File: src/hw/rtl/assert_macros.svh
// assertion macros included by the deque top level
`ifndef ASSERT_MACROS_SVH
`define ASSERT_MACROS_SVH

// implication checked on every rising edge of clock, masked while reset is high
`define ASSERT_IMPL(label, cond, prop, msg) \
   label: assert property (@(posedge clock) disable iff (reset) (cond) |-> (prop)) \
      else $error(msg);

// next-cycle implication checked on every rising edge of clock
`define ASSERT_NEXT(label, cond, prop, msg) \
   label: assert property (@(posedge clock) disable iff (reset) (cond) |=> (prop)) \
      else $error(msg);

`endif

File: src/hw/rtl/deq_pkg.sv
// types and constants shared by the deque controller, datapath and top level
package deq_pkg;

   localparam int OP_W = 3;

   typedef enum logic [OP_W-1:0] {
      OP_PUSH_FRONT = 3'd0,
      OP_PUSH_BACK  = 3'd1,
      OP_POP_FRONT  = 3'd2,
      OP_POP_BACK   = 3'd3,
      OP_PEEK       = 3'd4
   } op_type;

   typedef enum logic [1:0] {
      ST_IDLE,
      ST_READ,
      ST_LOAD
   } st_type;

   // controller to datapath
   typedef struct packed {
      logic accept;
      logic read;
      logic load;
   } cmd_type;

   // datapath to controller
   typedef struct packed {
      logic out_free;
   } status_type;

endpackage

File: src/hw/rtl/deq_ctrl.sv
// controller state machine: accept, read both ends, load the result register
module deq_ctrl (
   input  logic                 clock,
   input  logic                 reset,
   input  logic                 req_tvalid,
   output logic                 req_tready,
   input  deq_pkg::status_type  status,
   output deq_pkg::cmd_type     cmd
);
   import deq_pkg::*;

   st_type state_ff;
   st_type state_in;

   always_ff @(posedge clock) begin
      if (reset) begin
         state_ff <= ST_IDLE;
      end else begin
         state_ff <= state_in;
      end
   end

   always_comb begin
      state_in   = state_ff;
      req_tready = 1'b0;
      cmd        = '0;
      case (state_ff)
         ST_IDLE: begin
            req_tready = 1'b1;
            if (req_tvalid) begin
               cmd.accept = 1'b1;
               state_in   = ST_READ;
            end
         end
         ST_READ: begin
            cmd.read = 1'b1;
            state_in = ST_LOAD;
         end
         ST_LOAD: begin
            // wait here until the result register can take the new result
            if (status.out_free) begin
               cmd.load = 1'b1;
               state_in = ST_IDLE;
            end
         end
         default: begin
            state_in = ST_IDLE;
         end
      endcase
   end

endmodule

File: src/hw/rtl/deq_dpath.sv
// deque datapath: ring memory, front pointer, entry count and result register
module deq_dpath #(
   parameter int DEPTH = 16,
   parameter int WIDTH = 32,
   parameter int AW    = $clog2(DEPTH),
   parameter int CW    = $clog2(DEPTH + 1)
) (
   input  logic                       clock,
   input  logic                       reset,
   input  deq_pkg::cmd_type           cmd,
   output deq_pkg::status_type        status,
   input  logic [deq_pkg::OP_W-1:0]   op,
   input  logic [WIDTH-1:0]           data_in,
   output logic                       rsp_valid,
   input  logic                       rsp_ready,
   output logic [WIDTH-1:0]           front_value,
   output logic [WIDTH-1:0]           back_value,
   output logic [CW-1:0]              entry_count,
   output logic                       underflow,
   output logic                       overflow
);
   import deq_pkg::*;

   localparam logic [AW-1:0] LAST_IDX  = AW'(DEPTH - 1);
   localparam logic [AW:0]   DEPTH_EXT = (AW+1)'(DEPTH);
   localparam logic [CW-1:0] FULL_CNT  = CW'(DEPTH);

   logic [WIDTH-1:0] mem [DEPTH];

   logic [AW-1:0]    front_ff, front_in;
   logic [CW-1:0]    count_ff, count_in;
   logic             under_ff, under_in;
   logic             over_ff, over_in;
   logic [WIDTH-1:0] rd_front_ff, rd_back_ff;
   logic             rsp_valid_ff;
   logic [WIDTH-1:0] out_front_ff, out_back_ff;
   logic [CW-1:0]    out_count_ff;
   logic             out_under_ff, out_over_ff;

   logic             full, empty;
   logic [AW-1:0]    front_dec, front_inc;
   logic [AW:0]      tail_sum, back_sum;
   logic [AW-1:0]    tail_idx, back_idx, back_off;
   logic             wr_en;
   logic [AW-1:0]    wr_addr;

   assign full  = (count_ff == FULL_CNT);
   assign empty = (count_ff == '0);

   assign front_dec = (front_ff == '0) ? LAST_IDX : front_ff - 1'b1;
   assign front_inc = (front_ff == LAST_IDX) ? '0 : front_ff + 1'b1;

   // slot after the last entry; count is below DEPTH whenever it is used
   assign tail_sum = {1'b0, front_ff} + (AW+1)'(count_ff);
   assign tail_idx = (tail_sum >= DEPTH_EXT) ? AW'(tail_sum - DEPTH_EXT) : tail_sum[AW-1:0];

   // last occupied slot, kept in range when the queue is empty
   assign back_off = empty ? '0 : AW'(count_ff - 1'b1);
   assign back_sum = {1'b0, front_ff} + {1'b0, back_off};
   assign back_idx = (back_sum >= DEPTH_EXT) ? AW'(back_sum - DEPTH_EXT) : back_sum[AW-1:0];

   always_comb begin
      front_in = front_ff;
      count_in = count_ff;
      under_in = 1'b0;
      over_in  = 1'b0;
      wr_en    = 1'b0;
      wr_addr  = tail_idx;
      case (op_type'(op))
         OP_PUSH_FRONT: begin
            if (full) begin
               over_in = 1'b1;
            end else begin
               front_in = front_dec;
               wr_en    = 1'b1;
               wr_addr  = front_dec;
               count_in = count_ff + 1'b1;
            end
         end
         OP_PUSH_BACK: begin
            if (full) begin
               over_in = 1'b1;
            end else begin
               wr_en    = 1'b1;
               count_in = count_ff + 1'b1;
            end
         end
         OP_POP_FRONT: begin
            if (empty) begin
               under_in = 1'b1;
            end else begin
               front_in = front_inc;
               count_in = count_ff - 1'b1;
            end
         end
         OP_POP_BACK: begin
            if (empty) begin
               under_in = 1'b1;
            end else begin
               count_in = count_ff - 1'b1;
            end
         end
         default: begin
            // peek and unused codes leave everything as it is
         end
      endcase
   end

   always_ff @(posedge clock) begin
      if (reset) begin
         front_ff <= '0;
         count_ff <= '0;
      end else if (cmd.accept) begin
         front_ff <= front_in;
         count_ff <= count_in;
      end
   end

   always_ff @(posedge clock) begin
      if (cmd.accept) begin
         under_ff <= under_in;
         over_ff  <= over_in;
      end
   end

   always_ff @(posedge clock) begin
      if (cmd.accept && wr_en) begin
         mem[wr_addr] <= data_in;
      end
   end

   always_ff @(posedge clock) begin
      if (cmd.read) begin
         rd_front_ff <= mem[front_ff];
         rd_back_ff  <= mem[back_idx];
      end
   end

   always_ff @(posedge clock) begin
      if (reset) begin
         rsp_valid_ff <= 1'b0;
      end else if (cmd.load) begin
         rsp_valid_ff <= 1'b1;
      end else if (rsp_ready) begin
         rsp_valid_ff <= 1'b0;
      end
   end

   always_ff @(posedge clock) begin
      if (cmd.load) begin
         out_front_ff <= empty ? '0 : rd_front_ff;
         out_back_ff  <= empty ? '0 : rd_back_ff;
         out_count_ff <= count_ff;
         out_under_ff <= under_ff;
         out_over_ff  <= over_ff;
      end
   end

   assign status.out_free = !rsp_valid_ff || rsp_ready;

   assign rsp_valid   = rsp_valid_ff;
   assign front_value = out_front_ff;
   assign back_value  = out_back_ff;
   assign entry_count = out_count_ff;
   assign underflow   = out_under_ff;
   assign overflow    = out_over_ff;

endmodule

File: src/hw/rtl/double_ended_queue_core.sv
// bounded double-ended queue top level: controller, datapath and stream ports
//
//  channel   direction  ports                         payload
//  request   in         req_tvalid/tready/tdata/tuser  tuser operation, tdata data_in
//  response  out        rsp_tvalid/tready/tdata        front, back, count, underflow, overflow
//
// a request runs through accept, read and load: the accept edge updates pointer, count and
// ring, the read step reads front and back from the two ring read ports, and the load
// step loads the result register; a new request is taken the cycle after.
// the result register holds a finished result while the next request runs;
// a stalled response only holds the load step. reset clears pointer, count
// and valid; ring contents are not cleared.
`include "assert_macros.svh"

module double_ended_queue_core #(
   parameter int DEPTH = 16,
   parameter int WIDTH = 32
) (
   input  logic                                   clock,
   input  logic                                   reset,
   input  logic                                   req_tvalid,
   output logic                                   req_tready,
   // data_in, zero filled to whole bytes
   input  logic [((WIDTH + 7) / 8) * 8 - 1:0]     req_tdata,
   // operation
   input  logic [deq_pkg::OP_W-1:0]               req_tuser,
   output logic                                   rsp_tvalid,
   input  logic                                   rsp_tready,
   // front_value, back_value, entry_count, underflow, overflow, zero filled
   output logic [((2 * WIDTH + $clog2(DEPTH + 1) + 2 + 7) / 8) * 8 - 1:0] rsp_tdata
);
   import deq_pkg::*;

   localparam int CW       = $clog2(DEPTH + 1);
   localparam int RSP_BITS = 2 * WIDTH + CW + 2;
   localparam int RSP_W    = ((RSP_BITS + 7) / 8) * 8;

   cmd_type          cmd;
   status_type       status;
   logic [WIDTH-1:0] front_value, back_value;
   logic [CW-1:0]    entry_count;
   logic             underflow, overflow;

   deq_ctrl u_ctrl (
      .clock      (clock),
      .reset      (reset),
      .req_tvalid (req_tvalid),
      .req_tready (req_tready),
      .status     (status),
      .cmd        (cmd)
   );

   deq_dpath #(
      .DEPTH (DEPTH),
      .WIDTH (WIDTH)
   ) u_dpath (
      .clock       (clock),
      .reset       (reset),
      .cmd         (cmd),
      .status      (status),
      .op          (req_tuser),
      .data_in     (req_tdata[WIDTH-1:0]),
      .rsp_valid   (rsp_tvalid),
      .rsp_ready   (rsp_tready),
      .front_value (front_value),
      .back_value  (back_value),
      .entry_count (entry_count),
      .underflow   (underflow),
      .overflow    (overflow)
   );

   assign rsp_tdata = RSP_W'({overflow, underflow, entry_count, back_value, front_value});

   `ASSERT_NEXT(a_busy_after_accept, req_tvalid && req_tready, !req_tready, "request taken while busy")
   `ASSERT_IMPL(a_count_bound, rsp_tvalid, entry_count <= CW'(DEPTH), "entry count above depth")
   `ASSERT_IMPL(a_empty_reads_zero, rsp_tvalid && entry_count == '0, front_value == '0 && back_value == '0, "empty queue shows data")
   `ASSERT_IMPL(a_single_flag, rsp_tvalid, !(underflow && overflow), "underflow and overflow together")

endmodule
File: config.mk
export PLATFORM = sky130hd
export DESIGN_NAME = double_ended_queue_core
export DESIGN_NICKNAME = d
export VERILOG_FILES = /design/src/hw/rtl/deq_pkg.sv /design/src/hw/rtl/deq_ctrl.sv /design/src/hw/rtl/deq_dpath.sv /design/src/hw/rtl/double_ended_queue_core.sv
export VERILOG_INCLUDE_DIRS = /design/src /design/src/hw/rtl
export SDC_FILE = /design/constraint.sdc
export NUM_CORES = 1
export LEC_CHECK = 0
export BUFFER_PORTS_ARGS = -buffer_cell sky130_fd_sc_hd__buf_2
export CORE_UTILIZATION = 24
export CTS_BUF_LIST = sky130_fd_sc_hd__clkbuf_2 sky130_fd_sc_hd__clkbuf_4 sky130_fd_sc_hd__clkbuf_8
export DETAILED_ROUTE_END_ITERATION = 6
export GPL_ROUTABILITY_DRIVEN = 1
export PLACE_DENSITY_LB_ADDON = 0.15
export SLEW_MARGIN = 20
export SYNTH_ARGS = -nofsm -noshare
export SYNTH_HDL_FRONTEND = slang
export SYNTH_HIERARCHICAL = 1
export SYNTH_SLANG_ARGS = --single-unit
File: constraint.sdc
create_clock -name clock -period 5.8 [get_ports clock]
set_clock_uncertainty 0.15 [all_clocks]
set_input_delay 1.16 -clock clock [delete_from_list [all_inputs] [get_ports clock]]
set_output_delay 1.16 -clock clock [all_outputs]
set_load 0.05 [all_outputs]
Yosys cells after proc, flatten, opt, wreduce, memory -nomap -nowiden
Memory sizes are Yosys's and may differ from the RTL's. A register that Yosys moved wholly into a read port is not among the register bits.
Cells that the tools add are included.
{ "classes": {"n_eq_ne": 13, "n_reduce_logical": 15, "mux": 30, "addsub": 8, "order_cmp": 2} }
{ "ops": {"columns": ["cell", "n"], "rows": [
  ["$mux 4", 9],
  ["$mux 1", 14],
  ["$ne 2x2->1 const B", 6],
  ["$sub 4x1->4 const B", 3],
  ["$ge 5x5->1 const B", 2],
  ["$mux 5", 2],
  ["$pmux 5 s2", 1],
  ["$pmux 4 s2", 1],
  ["$reduce_and 4->1", 2],
  ["$eq 3x2->1 const B", 2],
  ["$pmux 2 s3", 1],
  ["$reduce_bool 2->1", 3],
  ["$add 4x4->5", 1],
  ["$add 4x5->5", 1],
  ["$add 5x1->5 const B", 1],
  ["$eq 5x5->1 const B", 1],
  ["$logic_not 5->1", 1],
  ["$sub 5x1->5 const B", 1],
  ["$add 4x1->4 const B", 1],
  ["$eq 4x4->1 const B", 1],
  ["$logic_not 4->1", 1],
  ["$mux 2", 2],
  ["$reduce_or 2->1", 2],
  ["$eq 3x1->1 const B", 1],
  ["8 further kinds", 8]
]} }
{ "totals": {"register_bits": 85, "ram_bits": 512, "mem_count": 1, "input_bits": 39} }
{ "memory_table": {"columns": ["memory", "words", "width", "read_ports", "rd_clocked_by_memory_dff", "write_ports", "line_no", "text"], "rows": [
  ["u_dpath.mem", 16, 32, 2, 2, 1, "deq_dpath.sv:28", "logic [WIDTH-1:0] mem [DEPTH];"]
]} }

Longest topological paths before layout
{ "depth": {"word_depth": 6, "ltp_mapped": 16, "ltp_nobuf": 12} }

Modules after synthesis
Netlist, hierarchy kept.
{ "modules_own_cells": {"columns": ["module", "cells_per_inst", "area_per_inst_um2", "seq_area_each_um2", "instances"], "rows": [
  ["deq_dpath", 1611, 29722.3, 19688.9, 1],
  ["deq_ctrl", 9, 97.6, 40.0, 1],
  ["double_ended_queue_core", 4, 26.3, 0.0, 1]
]} }

Worst setup path before layout
Ideal clock, no wire load.
{ "synth_path": {"path_kind": "register to register", "start": "reg u_dpath.front_ff[1]", "end": "mem u_dpath.mem[0][0] (enable)", "stages_incl_launch_ff": 11, "path_slack_ns": 1.455, "path_buffers": 3, "period_less_slack_ns": 4.345, "arrival_time_ns": 3.762, "setup_ns": 0.433, "path_cell_list": "dfxtp_1 > clkbuf_1 > inv_1 > clkbuf_1 > ha_1 > clkbuf_1 > nor3b_1 > o31a_1 > nor3_1 > nand2_1 > o22ai_1"} }
{ "synth_via": {"elab_chain_len": 5, "word_cells_on_any_way": 9} }
{ "synth_lines": {"columns": ["element", "line_no", "text"], "rows": [
  ["start: declaration", "deq_dpath.sv:30", "logic [AW-1:0] front_ff, front_in;"],
  ["start signal: assignment", "deq_dpath.sv:114", "front_ff <= front_in;"],
  ["$add 4x5->5", "deq_dpath.sv:54", "assign tail_sum = {1'b0, front_ff} + (AW+1)'(count_ff);"],
  ["$sub 4x1->4 / $ge 5x5->1 (equally long branches)", "deq_dpath.sv:55", "assign tail_idx = (tail_sum >= DEPTH_EXT) ? AW'(tail_sum - DEPTH_EXT) : tail_sum[AW-1:0];"],
  ["$mux 4", "deq_dpath.sv:55", null],
  ["$mux 4", "deq_dpath.sv:71", "if (full) begin"],
  ["$mux 4 *", "deq_dpath.sv:69", "case (op_type'(op))"],
  ["end: declaration", "deq_dpath.sv:28", null]
]} }
Every way passes the cells marked *; elsewhere a longest branch is shown, timed or not.

Worst setup path after layout
{ "layout_path": {"start": "reg u_dpath.count_ff[1]", "end": "reg u_dpath.rd_back_ff[1], read port of u_dpath.mem, data pin"} }
{ "layout_via": {"elab_chain_len": 5, "word_cells_on_any_way": 7} }
{ "layout_lines": {"columns": ["element", "line_no", "text"], "rows": [
  ["start: declaration", "deq_dpath.sv:31", "logic [CW-1:0] count_ff, count_in;"],
  ["start signal: assignment", "deq_dpath.sv:115", "count_ff <= count_in;"],
  ["$sub 5x1->5 / $logic_not 5->1 (equally long branches)", "deq_dpath.sv:58, deq_dpath.sv:48", null],
  ["$mux 4 *", "deq_dpath.sv:58", "assign back_off = empty ? '0 : AW'(count_ff - 1'b1);"],
  ["$add 4x4->5 *", "deq_dpath.sv:59", "assign back_sum = {1'b0, front_ff} + {1'b0, back_off};"],
  ["$sub 4x1->4 / $ge 5x5->1 (equally long branches)", "deq_dpath.sv:60", "assign back_idx = (back_sum >= DEPTH_EXT) ? AW'(back_sum - DEPTH_EXT) : back_sum[AW-1:0];"],
  ["$mux 4 *", "deq_dpath.sv:60", null],
  ["end: declaration", "deq_dpath.sv:34", "logic [WIDTH-1:0] rd_front_ff, rd_back_ff;"]
]} }
Marks and branches as above.
A chain may end at the register's enable or synchronous reset.

==> results.toml <==
[synthesis]
yosys_register_bits = 661
synth-seq-area-share = 0.661
synth_area_sq_mm = 0.0298
yosys_warnings = 6
syn_nets = 1676
synth_top_flop_cell = "edfxtp_1"
synth_cell_type_count = 58
syn_area_per_cell_sq_um = 18.4
synthCells = 1624
synthArstFlopShare = 0
synth_edf_count = 649

[drt]
drt_wl_total_microns = 91600
vias = 16900
dr.pass1.iters = 7
ant_nets = 0
vias_per_cell = 4.81
dr.first_iter.drc_count = 1109
drcViolationCount = 0
wl_per_cell_microns = 26.1

[finish]
area_growth_pct = 17.3
drive_gt1_frac = 0.351
final_nets = 1832
fillers = 12200
fin_cells = 3512

[placement]
dp_slack_ps = 973
dp_hpwl_microns = 51000
place_congestion = 0.736
io_buffers = 111
place_inst = 3301

[clock_tree]
ctsHoldBuffers = 0
clk_path_buf_depth = 3
cts.sinks = 661
cts.clk_slew.worst_paths_ps = 60
cts_tree = "done"
post_cts_buffers = 0
clkLatencyLatePin_ps = 770
cts_buffers = 114
post_cts_resized = 0
cts_root_buffer = "clkbuf_8"
ctsHtreeMaxLevel = 3

[sta]
layout_setup_ws_ps = 924
worst_slew_pin_slew_ps = 1040
hold_viol = 0
fmax_mhz = 205
fin_crit_sh = 0.841
fin_setup_tns_ps = 0
slew_viol_final = 0
setup_viol = 0
holdWs_ps = 278
rsz0062_at_grt = "false"
period_needed_ps = 4880
slew_headroom = 0.308

[worst_setup_path]
required_ps = 6110
worstSetupStartpoint = "u_dpath/count_ff[1]"
end_kind = "register"
path_max_fanout = 21
critPathLaunchType = "register"
arrival_ps = 5190
worst-setup-path-type = "reg2reg"
r2r-start = "u_dpath/count_ff[1]"

[power_and_ir_drop]
peakVddDrop_v = 0.000149
power.leakage_nw = 10.6
finalPower_mw = 11.6
power_density_mw_per_mm2 = 331

[min_path]
hp-class = "reg2reg"
min_from = "u_dpath/over_ff"

[grt]
track_usage = 0.146
antenna_found_initial = 12
grt_pass1_vias = 17800
overflow = 0
grt_pass1_wl_microns = 132000
grt_max_degree = 70

[die]
start_util = 0.242
die_w_microns = 355
rows = 129
die_h_microns = 355
core-area_sq_mm = 0.123
die-area_sq_mm = 0.126
io_pins = 113

[status]
outcome = "complete, no violations"

[run]
cap_violations = 0
## sequential cells by signal, indices dropped and copies added, names as in the netlist, 2 cells and up
| signal | cells |
|---|---|
| u_dpath/mem | 512 |
| u_dpath/back_value | 32 |
| u_dpath/front_value | 32 |
| u_dpath/entry_count | 5 |
| u_dpath/count_ff | 5 |
| u_dpath/front_ff | 4 |
| u_ctrl/state_ff | 2 |
| u_dpath/rd_back_ff | 32 |
| u_dpath/rd_front_ff | 32 |
## critical path, stage by stage (launching register included)
cell and delay (ps):
dfxtp_1 380, inv_1 170, ha_1 220, or3b_2 520
nor2_4 100, buf_4 260, nor2_1 110, ha_4 190
fa_4 540, nor2b_1 190, a31oi_4 730, buf_4 380
o221ai_1 160, o21ai_0 500
## per-stage QoR
| step | instance area [sq um] | utilization |
|---|---|---|
| 2_1_floorplan | 29800 | - |
| 3_3_place_gp | 32700 | 0.265 |
| 3_5_place_dp | 32700 | 0.265 |
| 4_1_cts | 35000 | 0.283 |
| 5_1_grt | 35000 | 0.283 |
| 6_report | 35000 | 0.283 |
## report_power, final
group	switching, mW	internal (mW)
Clock	1.97	2.32
Combinational	1.09	0.780
Sequential	0.0531	5.39
Total	3.11	8.49
## path summary, 6_finish.rpt
check                               end  slack (ps)  depth (start not counted)
setup / recovery  u_dpath/rd_back_ff[1]         920                         13
hold / removal         u_dpath/overflow         280                          0
setup reg to reg  u_dpath/rd_back_ff[1]         920                         13
hold reg to reg        u_dpath/overflow         280                          0
## cell usage after synthesis, types with 4 or more instances
library cell / number / area share
edfxtp_1: 649 / 0.65
mux4_2: 256 / 0.19
o22ai_1: 113 / 0.024
nand2_1: 76 / 0.0096
clkbuf_1: 67 / 0.0084
nor2b_1: 46 / 0.0096
buf_2: 44 / 0.0074
or3_1: 35 / 0.0073
a211oi_1: 33 / 0.0083
a31oi_1: 32 / 0.0067
and2_1: 32 / 0.0067
o221ai_1: 32 / 0.0094
and2b_1: 21 / 0.0053
o21ai_2: 20 / 0.0059
nor2_1: 16 / 0.0020
o21ai_0: 13 / 0.0022
dfxtp_1: 12 / 0.0080
ha_1: 11 / 0.0046
xnor2_1: 11 / 0.0032
a21oi_1: 10 / 0.0017
inv_1: 9 / 0.0011
buf_4: 7 / 0.0018
nand2b_1: 7 / 0.0015
buf_1: 6 / 0.00075
nor3_1: 6 / 0.0010
nand3_1: 5 / 0.00084
nor3b_1: 5 / 0.0013
o21ai_1: 5 / 0.00084
xor2_1: 4 / 0.0012
## cell type report
type | count | area (sq um) | area share
timing repair buffer | 169 | 1120 | 0.0319
clock buffer | 153 | 1870 | 0.0536
multi-input combinational | 824 | 9780 | 0.279
clock inverter | 54 | 388 | 0.0111
tap | 1637 | 2050 | 0.0585
sequential | 661 | 19700 | 0.564
antenna | 4 | 10.0 | 0.000286
inverter | 10 | 37.5 | 0.00107
## logic make-up (layout without fill, tap and decap cells)
| logic type | after synthesis | in the layout | synth area share |
|---|---|---|---|
| DFF | 661 | 661 | 0.661 |
| AOI/OAI and AO/OA | 273 | 273 | 0.0642 |
| xor gates and xnor gates | 16 | 16 | 0.00495 |
| adders and majority gates | 13 | 13 | 0.00595 |
| other | 1 | 5 | 0.000126 |
| buffers and inverters | 139 | 386 | 0.0208 |
| muxes | 258 | 258 | 0.194 |
| and+or+nand+nor | 263 | 263 | 0.0490 |
## placed cells by master (no fill, tap or decap), types with 4 or more instances in the layout
master	n
edfxtp_1	649
mux4_2	256
clkbuf_8	116
buf_2	111
o22ai_1	97
nand2_1	76
buf_4	48
nor2b_1	46
clkbuf_4	37
or3_1	35
a211oi_1	33
and2_1	32
a31oi_1	32
o221ai_1	32
clkinv_1	31
and2b_1	21
o21ai_2	20
o22ai_4	16
nor2_1	15
clkinv_2	13
o21ai_0	13
xnor2_1	11
a21oi_1	10
ha_1	10
buf_12	10
inv_1	9
dfxtp_1	8
nand2b_1	7
nor3_1	6
bufinv_16	5
nor3b_1	5
o21ai_1	5
nand3_1	5
diode_2	4
a31oi_4	4
xor2_1	4
dfxtp_4	4
## layer usage
layer / up-vias / GRT usage / wire length (microns) / share of wire
met1: 9027 / 0.197 / 40800 / 0.45
met5: - / 0 / 59 / 0.00064
met2: 501 / 0.238 / 43800 / 0.48
li1: 7212 / - / - / -
met4: 10 / 0.0472 / 2310 / 0.025
met3: 157 / 0.0254 / 4670 / 0.051
No activity file was read; power rests on OpenSTA's default activity.
